--- src/hdl/y2b_pkg.sv ---
// ----------------------------------------------------------------------------
// y2b_pkg
// Types and constants shared by the YUYV to BGR converter modules.
// ----------------------------------------------------------------------------
package y2b_pkg;

  localparam int unsigned PIX_W    = 8;
  localparam int unsigned COEF_W   = 16;
  localparam int unsigned LUMA_W   = 8;
  localparam int unsigned CHROMA_W = 8;
  localparam int unsigned LPROD_W  = COEF_W + LUMA_W + 1;
  localparam int unsigned CPROD_W  = COEF_W + CHROMA_W;
  localparam int unsigned SUM_W    = LPROD_W + 2;
  localparam int unsigned ADDR_W   = 5;
  localparam int unsigned DATA_W   = 32;

  localparam logic [PIX_W-1:0] LUMA_LO   = 8'd16;
  localparam logic [PIX_W-1:0] LUMA_HI   = 8'd235;
  localparam logic [PIX_W-1:0] CHROMA_LO = 8'd16;
  localparam logic [PIX_W-1:0] CHROMA_HI = 8'd240;
  localparam logic [LUMA_W-1:0] LUMA_SPAN = 8'd219;
  localparam logic signed [CHROMA_W-1:0] CHROMA_MIN = -8'sd112;
  localparam logic signed [CHROMA_W-1:0] CHROMA_MAX = 8'sd112;

  localparam logic signed [COEF_W-1:0] LUMA_GAIN_RST     = 16'sd4769;
  localparam logic signed [COEF_W-1:0] RED_FROM_CR_RST   = 16'sd6512;
  localparam logic signed [COEF_W-1:0] GREEN_FROM_CB_RST = -16'sd1598;
  localparam logic signed [COEF_W-1:0] GREEN_FROM_CR_RST = -16'sd3316;
  localparam logic signed [COEF_W-1:0] BLUE_FROM_CB_RST  = 16'sd8230;

  typedef enum logic [2:0] {
    REG_LUMA_GAIN     = 3'd0,
    REG_RED_FROM_CR   = 3'd1,
    REG_GREEN_FROM_CB = 3'd2,
    REG_GREEN_FROM_CR = 3'd3,
    REG_BLUE_FROM_CB  = 3'd4
  } reg_idx_t;

  typedef struct packed {
    logic [PIX_W-1:0] luma_first;
    logic [PIX_W-1:0] chroma_blue;
    logic [PIX_W-1:0] luma_second;
    logic [PIX_W-1:0] chroma_red;
    logic             last_in;
  } in_item_t;

  typedef struct packed {
    logic [PIX_W-1:0] blue_first;
    logic [PIX_W-1:0] green_first;
    logic [PIX_W-1:0] red_first;
    logic [PIX_W-1:0] blue_second;
    logic [PIX_W-1:0] green_second;
    logic [PIX_W-1:0] red_second;
    logic             last_out;
  } out_item_t;

  typedef struct packed {
    logic signed [COEF_W-1:0] luma_gain;
    logic signed [COEF_W-1:0] red_from_cr;
    logic signed [COEF_W-1:0] green_from_cb;
    logic signed [COEF_W-1:0] green_from_cr;
    logic signed [COEF_W-1:0] blue_from_cb;
  } coef_t;

  typedef struct packed {
    logic [LUMA_W-1:0]          luma_first;
    logic [LUMA_W-1:0]          luma_second;
    logic signed [CHROMA_W-1:0] cb;
    logic signed [CHROMA_W-1:0] cr;
  } comp_t;

  typedef struct packed {
    logic signed [CPROD_W-1:0] blue_cb;
    logic signed [CPROD_W-1:0] green_cb;
    logic signed [CPROD_W-1:0] green_cr;
    logic signed [CPROD_W-1:0] red_cr;
  } chroma_terms_t;

  typedef struct packed {
    logic [PIX_W-1:0] blue;
    logic [PIX_W-1:0] green;
    logic [PIX_W-1:0] red;
  } bgr_t;

endpackage

--- src/hdl/y2b_prep.sv ---
// ----------------------------------------------------------------------------
// y2b_prep
// Clamps luma and chroma to their legal ranges and removes the offsets.
// ----------------------------------------------------------------------------
module y2b_prep (
  input  logic              clk,
  input  y2b_pkg::in_item_t item_i,
  output y2b_pkg::comp_t    comp_o
);

  y2b_pkg::comp_t comp_r;
  y2b_pkg::comp_t comp_nxt;

  function automatic logic [y2b_pkg::LUMA_W-1:0] clamp_luma(
    input logic [y2b_pkg::PIX_W-1:0] v
  );
    logic [y2b_pkg::PIX_W-1:0] d;
    d = v - y2b_pkg::LUMA_LO;
    if (v < y2b_pkg::LUMA_LO) begin
      return '0;
    end else if (v > y2b_pkg::LUMA_HI) begin
      return y2b_pkg::LUMA_SPAN;
    end
    return d;
  endfunction

  function automatic logic signed [y2b_pkg::CHROMA_W-1:0] clamp_chroma(
    input logic [y2b_pkg::PIX_W-1:0] v
  );
    if (v < y2b_pkg::CHROMA_LO) begin
      return y2b_pkg::CHROMA_MIN;
    end else if (v > y2b_pkg::CHROMA_HI) begin
      return y2b_pkg::CHROMA_MAX;
    end
    return $signed({~v[y2b_pkg::PIX_W-1], v[y2b_pkg::PIX_W-2:0]});
  endfunction

  always_comb begin
    comp_nxt.luma_first  = clamp_luma(item_i.luma_first);
    comp_nxt.luma_second = clamp_luma(item_i.luma_second);
    comp_nxt.cb          = clamp_chroma(item_i.chroma_blue);
    comp_nxt.cr          = clamp_chroma(item_i.chroma_red);
  end

  always_ff @(posedge clk) begin
    comp_r <= comp_nxt;
  end

  assign comp_o = comp_r;

endmodule

--- src/hdl/y2b_chroma.sv ---
// ----------------------------------------------------------------------------
// y2b_chroma
// Shared chroma products, computed once per item for both pixel lanes.
// ----------------------------------------------------------------------------
module y2b_chroma (
  input  logic                   clk,
  input  y2b_pkg::coef_t         coef_i,
  input  y2b_pkg::comp_t         comp_i,
  output y2b_pkg::chroma_terms_t terms_o
);

  y2b_pkg::chroma_terms_t terms_r;
  y2b_pkg::chroma_terms_t terms_nxt;

  always_comb begin
    terms_nxt.blue_cb  = coef_i.blue_from_cb * comp_i.cb;
    terms_nxt.green_cb = coef_i.green_from_cb * comp_i.cb;
    terms_nxt.green_cr = coef_i.green_from_cr * comp_i.cr;
    terms_nxt.red_cr   = coef_i.red_from_cr * comp_i.cr;
  end

  always_ff @(posedge clk) begin
    terms_r <= terms_nxt;
  end

  assign terms_o = terms_r;

endmodule

--- src/hdl/y2b_lane.sv ---
// ----------------------------------------------------------------------------
// y2b_lane
// One pixel lane: luma product, color sums, floor shift and saturation.
// ----------------------------------------------------------------------------
module y2b_lane #(
  parameter int unsigned FRAC_BITS = 12
) (
  input  logic                           clk,
  input  logic signed [y2b_pkg::COEF_W-1:0] luma_gain_i,
  input  logic [y2b_pkg::LUMA_W-1:0]     luma_i,
  input  y2b_pkg::chroma_terms_t         terms_i,
  output y2b_pkg::bgr_t                  pixel_o
);

  logic signed [y2b_pkg::LPROD_W-1:0] luma_prod_r;
  logic signed [y2b_pkg::LPROD_W-1:0] luma_prod_nxt;
  logic signed [y2b_pkg::SUM_W-1:0]   blue_sum;
  logic signed [y2b_pkg::SUM_W-1:0]   green_sum;
  logic signed [y2b_pkg::SUM_W-1:0]   red_sum;

  function automatic logic [y2b_pkg::PIX_W-1:0] sat_byte(
    input logic signed [y2b_pkg::SUM_W-1:0] s
  );
    if (s[y2b_pkg::SUM_W-1]) begin
      return '0;
    end else if (|s[y2b_pkg::SUM_W-2:FRAC_BITS+y2b_pkg::PIX_W]) begin
      return '1;
    end
    return s[FRAC_BITS+y2b_pkg::PIX_W-1:FRAC_BITS];
  endfunction

  assign luma_prod_nxt = luma_gain_i * $signed({1'b0, luma_i});

  always_ff @(posedge clk) begin
    luma_prod_r <= luma_prod_nxt;
  end

  always_comb begin
    blue_sum  = y2b_pkg::SUM_W'(luma_prod_r) + y2b_pkg::SUM_W'(terms_i.blue_cb);
    green_sum = y2b_pkg::SUM_W'(luma_prod_r) + y2b_pkg::SUM_W'(terms_i.green_cb)
              + y2b_pkg::SUM_W'(terms_i.green_cr);
    red_sum   = y2b_pkg::SUM_W'(luma_prod_r) + y2b_pkg::SUM_W'(terms_i.red_cr);
    pixel_o.blue  = sat_byte(blue_sum);
    pixel_o.green = sat_byte(green_sum);
    pixel_o.red   = sat_byte(red_sum);
  end

endmodule

--- src/hdl/yuyv_to_bgr_converter.sv ---
// ----------------------------------------------------------------------------
// yuyv_to_bgr_converter
// YUYV 4:2:2 macropixel to two BGR888 pixels, BT.601, programmable weights.
// Pipeline registers: clamp, chroma and luma products, output; out_valid tracks them.
// Throughput: one item per cycle; busy stays low, two pixel lanes run in
// parallel behind a shared chroma multiplier stage and a merging register.
// Reset: rst_n clears the pipeline valids and loads the default Q12 weights.
// ----------------------------------------------------------------------------
module yuyv_to_bgr_converter #(
  parameter int unsigned COEF_FRAC_BITS = 12
) (
  input  logic                          clk,
  input  logic                          rst_n,
  input  logic                          start,
  output logic                          busy,
  input  y2b_pkg::in_item_t             in_data,
  output logic                          out_valid,
  output y2b_pkg::out_item_t            out_data,
  input  logic                          cfg_psel,
  input  logic                          cfg_penable,
  input  logic                          cfg_pwrite,
  input  logic [y2b_pkg::ADDR_W-1:0]    cfg_paddr,
  input  logic [y2b_pkg::DATA_W-1:0]    cfg_pwdata,
  output logic [y2b_pkg::DATA_W-1:0]    cfg_prdata,
  output logic                          cfg_pready
);

  y2b_pkg::coef_t         coef_r;
  y2b_pkg::coef_t         coef_nxt;
  y2b_pkg::comp_t         comp;
  y2b_pkg::chroma_terms_t terms;
  y2b_pkg::bgr_t          pixel_first;
  y2b_pkg::bgr_t          pixel_second;
  y2b_pkg::out_item_t     out_r;
  y2b_pkg::out_item_t     out_nxt;
  y2b_pkg::reg_idx_t      cfg_idx;
  logic                   cfg_wr;
  logic                   accept;
  logic                   vld_a_r;
  logic                   vld_b_r;
  logic                   out_valid_r;
  logic                   last_a_r;
  logic                   last_b_r;
  logic signed [y2b_pkg::COEF_W-1:0] rd_coef;

  assign busy       = 1'b0;
  assign accept     = start && !busy;
  assign cfg_pready = 1'b1;
  assign cfg_idx    = y2b_pkg::reg_idx_t'(cfg_paddr[y2b_pkg::ADDR_W-1:2]);
  assign cfg_wr     = cfg_psel && cfg_penable && cfg_pwrite && cfg_pready;

  always_comb begin
    coef_nxt = coef_r;
    rd_coef  = '0;
    case (cfg_idx)
      y2b_pkg::REG_LUMA_GAIN: begin
        rd_coef = coef_r.luma_gain;
        if (cfg_wr) coef_nxt.luma_gain = cfg_pwdata[y2b_pkg::COEF_W-1:0];
      end
      y2b_pkg::REG_RED_FROM_CR: begin
        rd_coef = coef_r.red_from_cr;
        if (cfg_wr) coef_nxt.red_from_cr = cfg_pwdata[y2b_pkg::COEF_W-1:0];
      end
      y2b_pkg::REG_GREEN_FROM_CB: begin
        rd_coef = coef_r.green_from_cb;
        if (cfg_wr) coef_nxt.green_from_cb = cfg_pwdata[y2b_pkg::COEF_W-1:0];
      end
      y2b_pkg::REG_GREEN_FROM_CR: begin
        rd_coef = coef_r.green_from_cr;
        if (cfg_wr) coef_nxt.green_from_cr = cfg_pwdata[y2b_pkg::COEF_W-1:0];
      end
      y2b_pkg::REG_BLUE_FROM_CB: begin
        rd_coef = coef_r.blue_from_cb;
        if (cfg_wr) coef_nxt.blue_from_cb = cfg_pwdata[y2b_pkg::COEF_W-1:0];
      end
      default: begin
        rd_coef = '0;
      end
    endcase
  end

  assign cfg_prdata = y2b_pkg::DATA_W'(rd_coef);

  always_ff @(posedge clk) begin
    if (!rst_n) begin
      coef_r.luma_gain     <= y2b_pkg::LUMA_GAIN_RST;
      coef_r.red_from_cr   <= y2b_pkg::RED_FROM_CR_RST;
      coef_r.green_from_cb <= y2b_pkg::GREEN_FROM_CB_RST;
      coef_r.green_from_cr <= y2b_pkg::GREEN_FROM_CR_RST;
      coef_r.blue_from_cb  <= y2b_pkg::BLUE_FROM_CB_RST;
    end else begin
      coef_r <= coef_nxt;
    end
  end

  y2b_prep u_prep (
    .clk    (clk),
    .item_i (in_data),
    .comp_o (comp)
  );

  y2b_chroma u_chroma (
    .clk     (clk),
    .coef_i  (coef_r),
    .comp_i  (comp),
    .terms_o (terms)
  );

  y2b_lane #(
    .FRAC_BITS (COEF_FRAC_BITS)
  ) u_lane_first (
    .clk         (clk),
    .luma_gain_i (coef_r.luma_gain),
    .luma_i      (comp.luma_first),
    .terms_i     (terms),
    .pixel_o     (pixel_first)
  );

  y2b_lane #(
    .FRAC_BITS (COEF_FRAC_BITS)
  ) u_lane_second (
    .clk         (clk),
    .luma_gain_i (coef_r.luma_gain),
    .luma_i      (comp.luma_second),
    .terms_i     (terms),
    .pixel_o     (pixel_second)
  );

  always_comb begin
    out_nxt.blue_first   = pixel_first.blue;
    out_nxt.green_first  = pixel_first.green;
    out_nxt.red_first    = pixel_first.red;
    out_nxt.blue_second  = pixel_second.blue;
    out_nxt.green_second = pixel_second.green;
    out_nxt.red_second   = pixel_second.red;
    out_nxt.last_out     = last_b_r;
  end

  always_ff @(posedge clk) begin
    if (!rst_n) begin
      vld_a_r     <= 1'b0;
      vld_b_r     <= 1'b0;
      out_valid_r <= 1'b0;
    end else begin
      vld_a_r     <= accept;
      vld_b_r     <= vld_a_r;
      out_valid_r <= vld_b_r;
    end
  end

  always_ff @(posedge clk) begin
    last_a_r <= in_data.last_in;
    last_b_r <= last_a_r;
    out_r    <= out_nxt;
  end

  assign out_valid = out_valid_r;
  assign out_data  = out_r;

  a_out_from_accept: assert property (@(posedge clk) disable iff (!rst_n)
    out_valid |-> $past(start && !busy, 3))
    else $error("result strobe without an accepted item");

  a_accept_to_out: assert property (@(posedge clk) disable iff (!rst_n)
    (start && !busy) |-> ##3 out_valid)
    else $error("accepted item produced no result");

  a_last_follows: assert property (@(posedge clk) disable iff (!rst_n)
    out_valid |-> (out_data.last_out == $past(in_data.last_in, 3)))
    else $error("frame end flag out of step with its item");

  a_cfg_hold: assert property (@(posedge clk) disable iff (!rst_n)
    !$past(cfg_psel && cfg_penable && cfg_pwrite) |-> $stable(coef_r))
    else $error("weights changed without a register write");

endmodule
--- config.mk ---
export PLATFORM = sky130hd
export DESIGN_NAME = yuyv_to_bgr_converter
export DESIGN_NICKNAME = d
export VERILOG_FILES = /design/src/hdl/y2b_pkg.sv /design/src/hdl/y2b_prep.sv /design/src/hdl/y2b_chroma.sv /design/src/hdl/y2b_lane.sv /design/src/hdl/yuyv_to_bgr_converter.sv
export SDC_FILE = /design/constraint.sdc
export NUM_CORES = 2
export LEC_CHECK = 0
export BUFFER_PORTS_ARGS = -buffer_cell sky130_fd_sc_hd__clkbuf_2
export CAP_MARGIN = 20
export CORE_MARGIN = 10
export CORE_UTILIZATION = 40
export CTS_BUF_LIST = sky130_fd_sc_hd__clkbuf_2
export DETAILED_ROUTE_END_ITERATION = 10
export GPL_TIMING_DRIVEN = 0
export SETUP_SLACK_MARGIN = 0.05
export SLEW_MARGIN = 25
export SYNTH_ARGS = -nofsm -noshare
export SYNTH_HDL_FRONTEND = slang
export SYNTH_HIERARCHICAL = 1
export SYNTH_SLANG_ARGS = --single-unit
--- constraint.sdc ---
create_clock -name clk -period 8.42 [get_ports clk]
set_input_delay 1.684 -clock clk [delete_from_list [all_inputs] [get_ports clk]]
set_output_delay 1.684 -clock clk [all_outputs]
set_load 0.01 [all_outputs]
==> results.sh <==
export IMPL_cp_start_kind="register"
export IMPL_ys_seq_area_frac=0.144
export IMPL_grt_max_degree=19
export IMPL_core_sq_um=107000
export IMPL_synth_async_reset_ratio=0
export IMPL_cp_cell_sequence="inv_1 > clkbuf_1 > buf_1 > nor2_1 > fa_1 > fa_1 > fa_1 > inv_1 > fa_1 > inv_1 > ha_1 > nor2_1 > or3_1 > a211oi_1 > nor4_1 > nor2_1 > a31oi_1 > xnor2_2"
export IMPL_cp_common_cell="fa_1"
export IMPL_hp_class="register to register"
export IMPL_clock_skew_ns=0.147
export IMPL_vias_per_cell=5.10
export IMPL_fmax_mhz=151
export IMPL_relSlewSlack=0.284
export IMPL_synth_nets=5923
export IMPL_dr_pass1_iters=6
export IMPL_yosys_area_top_type="fa_1"
export IMPL_r2r_cells=18
export IMPL_synth_area_leaders="fa_1 (31%), dfxtp_1 (14%), ha_1 (12%)"
export IMPL_fillCellCount=10605
export IMPL_vdd_ir_drop_worst_mv=0.345
export IMPL_crit_fanout=10
export IMPL_grt_pass1_wl_mm=192
export IMPL_cts_tree="done"
export IMPL_cts_htree_levels=3
export IMPL_gp_congestion=0.916
export IMPL_clock_latency_ns=1.27
export IMPL_grt_ovfl_total=0
export IMPL_final_setup_viol_count=0
export IMPL_grt_use_total=0.202
export IMPL_hpwl_mm=103
export IMPL_netlist_area_sq_um=43400
export IMPL_yosysWarnings=6
export IMPL_drt_iter0_drc=1996
export IMPL_multi_input_area_sq_um=33000
export IMPL_worst_r2r_startpoint="u_prep/comp_o[15]$_DFF_P_"
export IMPL_die_area_sq_um=122000
export IMPL_finalSetupTns_ns=0
export IMPL_p_per_area_nw_per_um2=291
export IMPL_num_io_pins=160
export IMPL_critPathArrivalTime_ns=7.72
export IMPL_synth_seq_cells=312
export IMPL_final_common_cell="inv_1"
export IMPL_synth_distinct_cells=116
export IMPL_drcViolationCount=0
export IMPL_status="completed"
export IMPL_seq_area_sq_um=6250
export IMPL_synth_edf_count=0
export IMPL_synth_main_ff_cell="dfxtp_1"
export IMPL_leakagePower_uw=0.0233
export IMPL_tightestPinTransition_ns=1.07
export IMPL_io_buffers=137
export IMPL_hold_start="last_b_r$_DFF_P_"
export IMPL_worst_setup_path_end_kind="register"
export IMPL_num_vias=32887
export IMPL_placed_cell_area_sq_um=45800
export IMPL_critPathMaxStageDelay_ns=0.63
export IMPL_finalCritPeriodShare=0.786
export IMPL_period_minus_slack_ns=6.62
export IMPL_antenna_found_initial=6
export IMPL_cp_top_family="adder cells"
export IMPL_final_hold_violation_count=0
export IMPL_syn_instance_count=4751
export IMPL_path_buf_inv=5
export IMPL_nets=6148
export IMPL_path_class="register to register"
export IMPL_slowest_stage="buf_1"
export IMPL_hold_buffers=0
export IMPL_start_util=0.404
export IMPL_r2r_end="u_chroma/terms_o[71]$_DFF_P_"
export IMPL_die_h_um=349
export IMPL_layout_common_cells="inv_1 (937), fa_1 (664), and2_1 (510)"
export IMPL_ant_nets=0
export IMPL_grt_pass1_vias=34006
export IMPL_rsz0062_at_grt="false"
export IMPL_cts_sinks=312
export IMPL_fin_area_sq_um=46700
export IMPL_root_buffer="clkbuf_2"
export IMPL_hold_depth=0
export IMPL_ctsLongestPathBuffers=3
export IMPL_required_ns=9.52
export IMPL_postCtsSetupBuffers=0
export IMPL_drv_slew=0
export IMPL_totalWireLength_mm=123
export IMPL_post_cts_resized=0
export IMPL_r2r_slack_ns=1.80
export IMPL_path_clk_slew_ns=0.14
export IMPL_synth_top_cell_area_share=0.306
export IMPL_wl_per_cell_um=19.1
export IMPL_rows=120
export IMPL_die_w_um=349
export IMPL_area_growth_pct=7.58
export IMPL_avgSynthCellArea_sq_um=9.13
export IMPL_drive_gt1_frac=0.0766
export IMPL_whs_endpoint="out_data[0]$_DFF_P_"
export IMPL_cap_viol_max_count=0
export IMPL_cts_buffers=86
cells by family (layout without fill, tap and decap cells):
family | after synthesis | count (layout) | share of synthesized area
other | 2 | 9 | 0.000173
AOI/OAI and AO/OA | 674 | 674 | 0.107
xor gates and xnor gates | 177 | 177 | 0.0359
muxes | 92 | 92 | 0.0220
and+or+nand+nor | 1327 | 1327 | 0.163
adders and majority gates | 1096 | 1096 | 0.431
buffers and inverters | 1071 | 1356 | 0.0960
DFF | 312 | 312 | 0.144
per-stage QoR:
stage          worst slack (ns)   util  std cells  total power, uW  hold WS (ns)
2_1_floorplan              3.38      -       4751             9570         0.310
3_3_place_gp               1.61  0.427       6291            12200         0.316
3_5_place_dp               1.63  0.427       6291            12300         0.320
4_1_cts                    1.57  0.434       6439            13600         0.340
5_1_grt                    1.26  0.435       6442            15000         0.354
6_report                   1.80  0.435       6446            13600         0.335
cell usage after synthesis, drive strengths merged (47+ instances only):
library cell,count
a21o,73
a21oi,174
and2,511
clkbuf,93
dfxtp,312
fa,664
ha,432
inv,938
mux2i,75
nand2,369
nand3,47
nor2,154
o21ai,105
xnor2,126
xor2,51
flip-flops by register name (all words and copies together) (netlist names), 25 cells and up:
register	cells
out_data	49
u_lane_second/luma_prod_r	25
coef_r	80
u_prep/comp_o	32
u_chroma/terms_o	96
u_lane_first/luma_prod_r	25
metal layers:
layer	vias up	share of wire	track usage
met1	16105	0.43	0.255
met3	242	0.069	0.0426
met2	942	0.45	0.329
met5	-	0.00011	0
li1	15596	-	-
met4	2	0.050	0.0953
power by group:
part	total (uW)	switching (uW)	internal, uW
sequential	2530	601	1930
clock	1180	726	450
combinational	9890	5790	4100
total	13600	7120	6470
area by class of cell:
cell class | instances | area share
tap | 1403 | 0.0376
inverter | 939 | 0.0755
clock buffer | 102 | 0.0109
clock inverter | 46 | 0.00652
antenna | 7 | 0.000375
sequential | 312 | 0.134
buffer | 132 | 0.0137
timing repair buffer | 137 | 0.0147
multi-input combinational | 3368 | 0.707
worst max-delay path by stage:
stage                              startpoint                      endpoint  slack [ns]  depth (start not counted)
detailed placement  u_prep/comp_o[15]$_DFF_P_  u_chroma/terms_o[71]$_DFF_P_        1.63                         18
global placement    u_prep/comp_o[15]$_DFF_P_  u_chroma/terms_o[71]$_DFF_P_        1.61                         18
global route        u_prep/comp_o[15]$_DFF_P_  u_chroma/terms_o[71]$_DFF_P_        1.26                         18
finish              u_prep/comp_o[15]$_DFF_P_  u_chroma/terms_o[71]$_DFF_P_        1.80                         18
floorplan                        cfg_paddr[3]                cfg_prdata[16]        3.38                          6
CTS                 u_prep/comp_o[15]$_DFF_P_  u_chroma/terms_o[71]$_DFF_P_        1.57                         18
No activity file was read; power rests on OpenSTA's default activity.
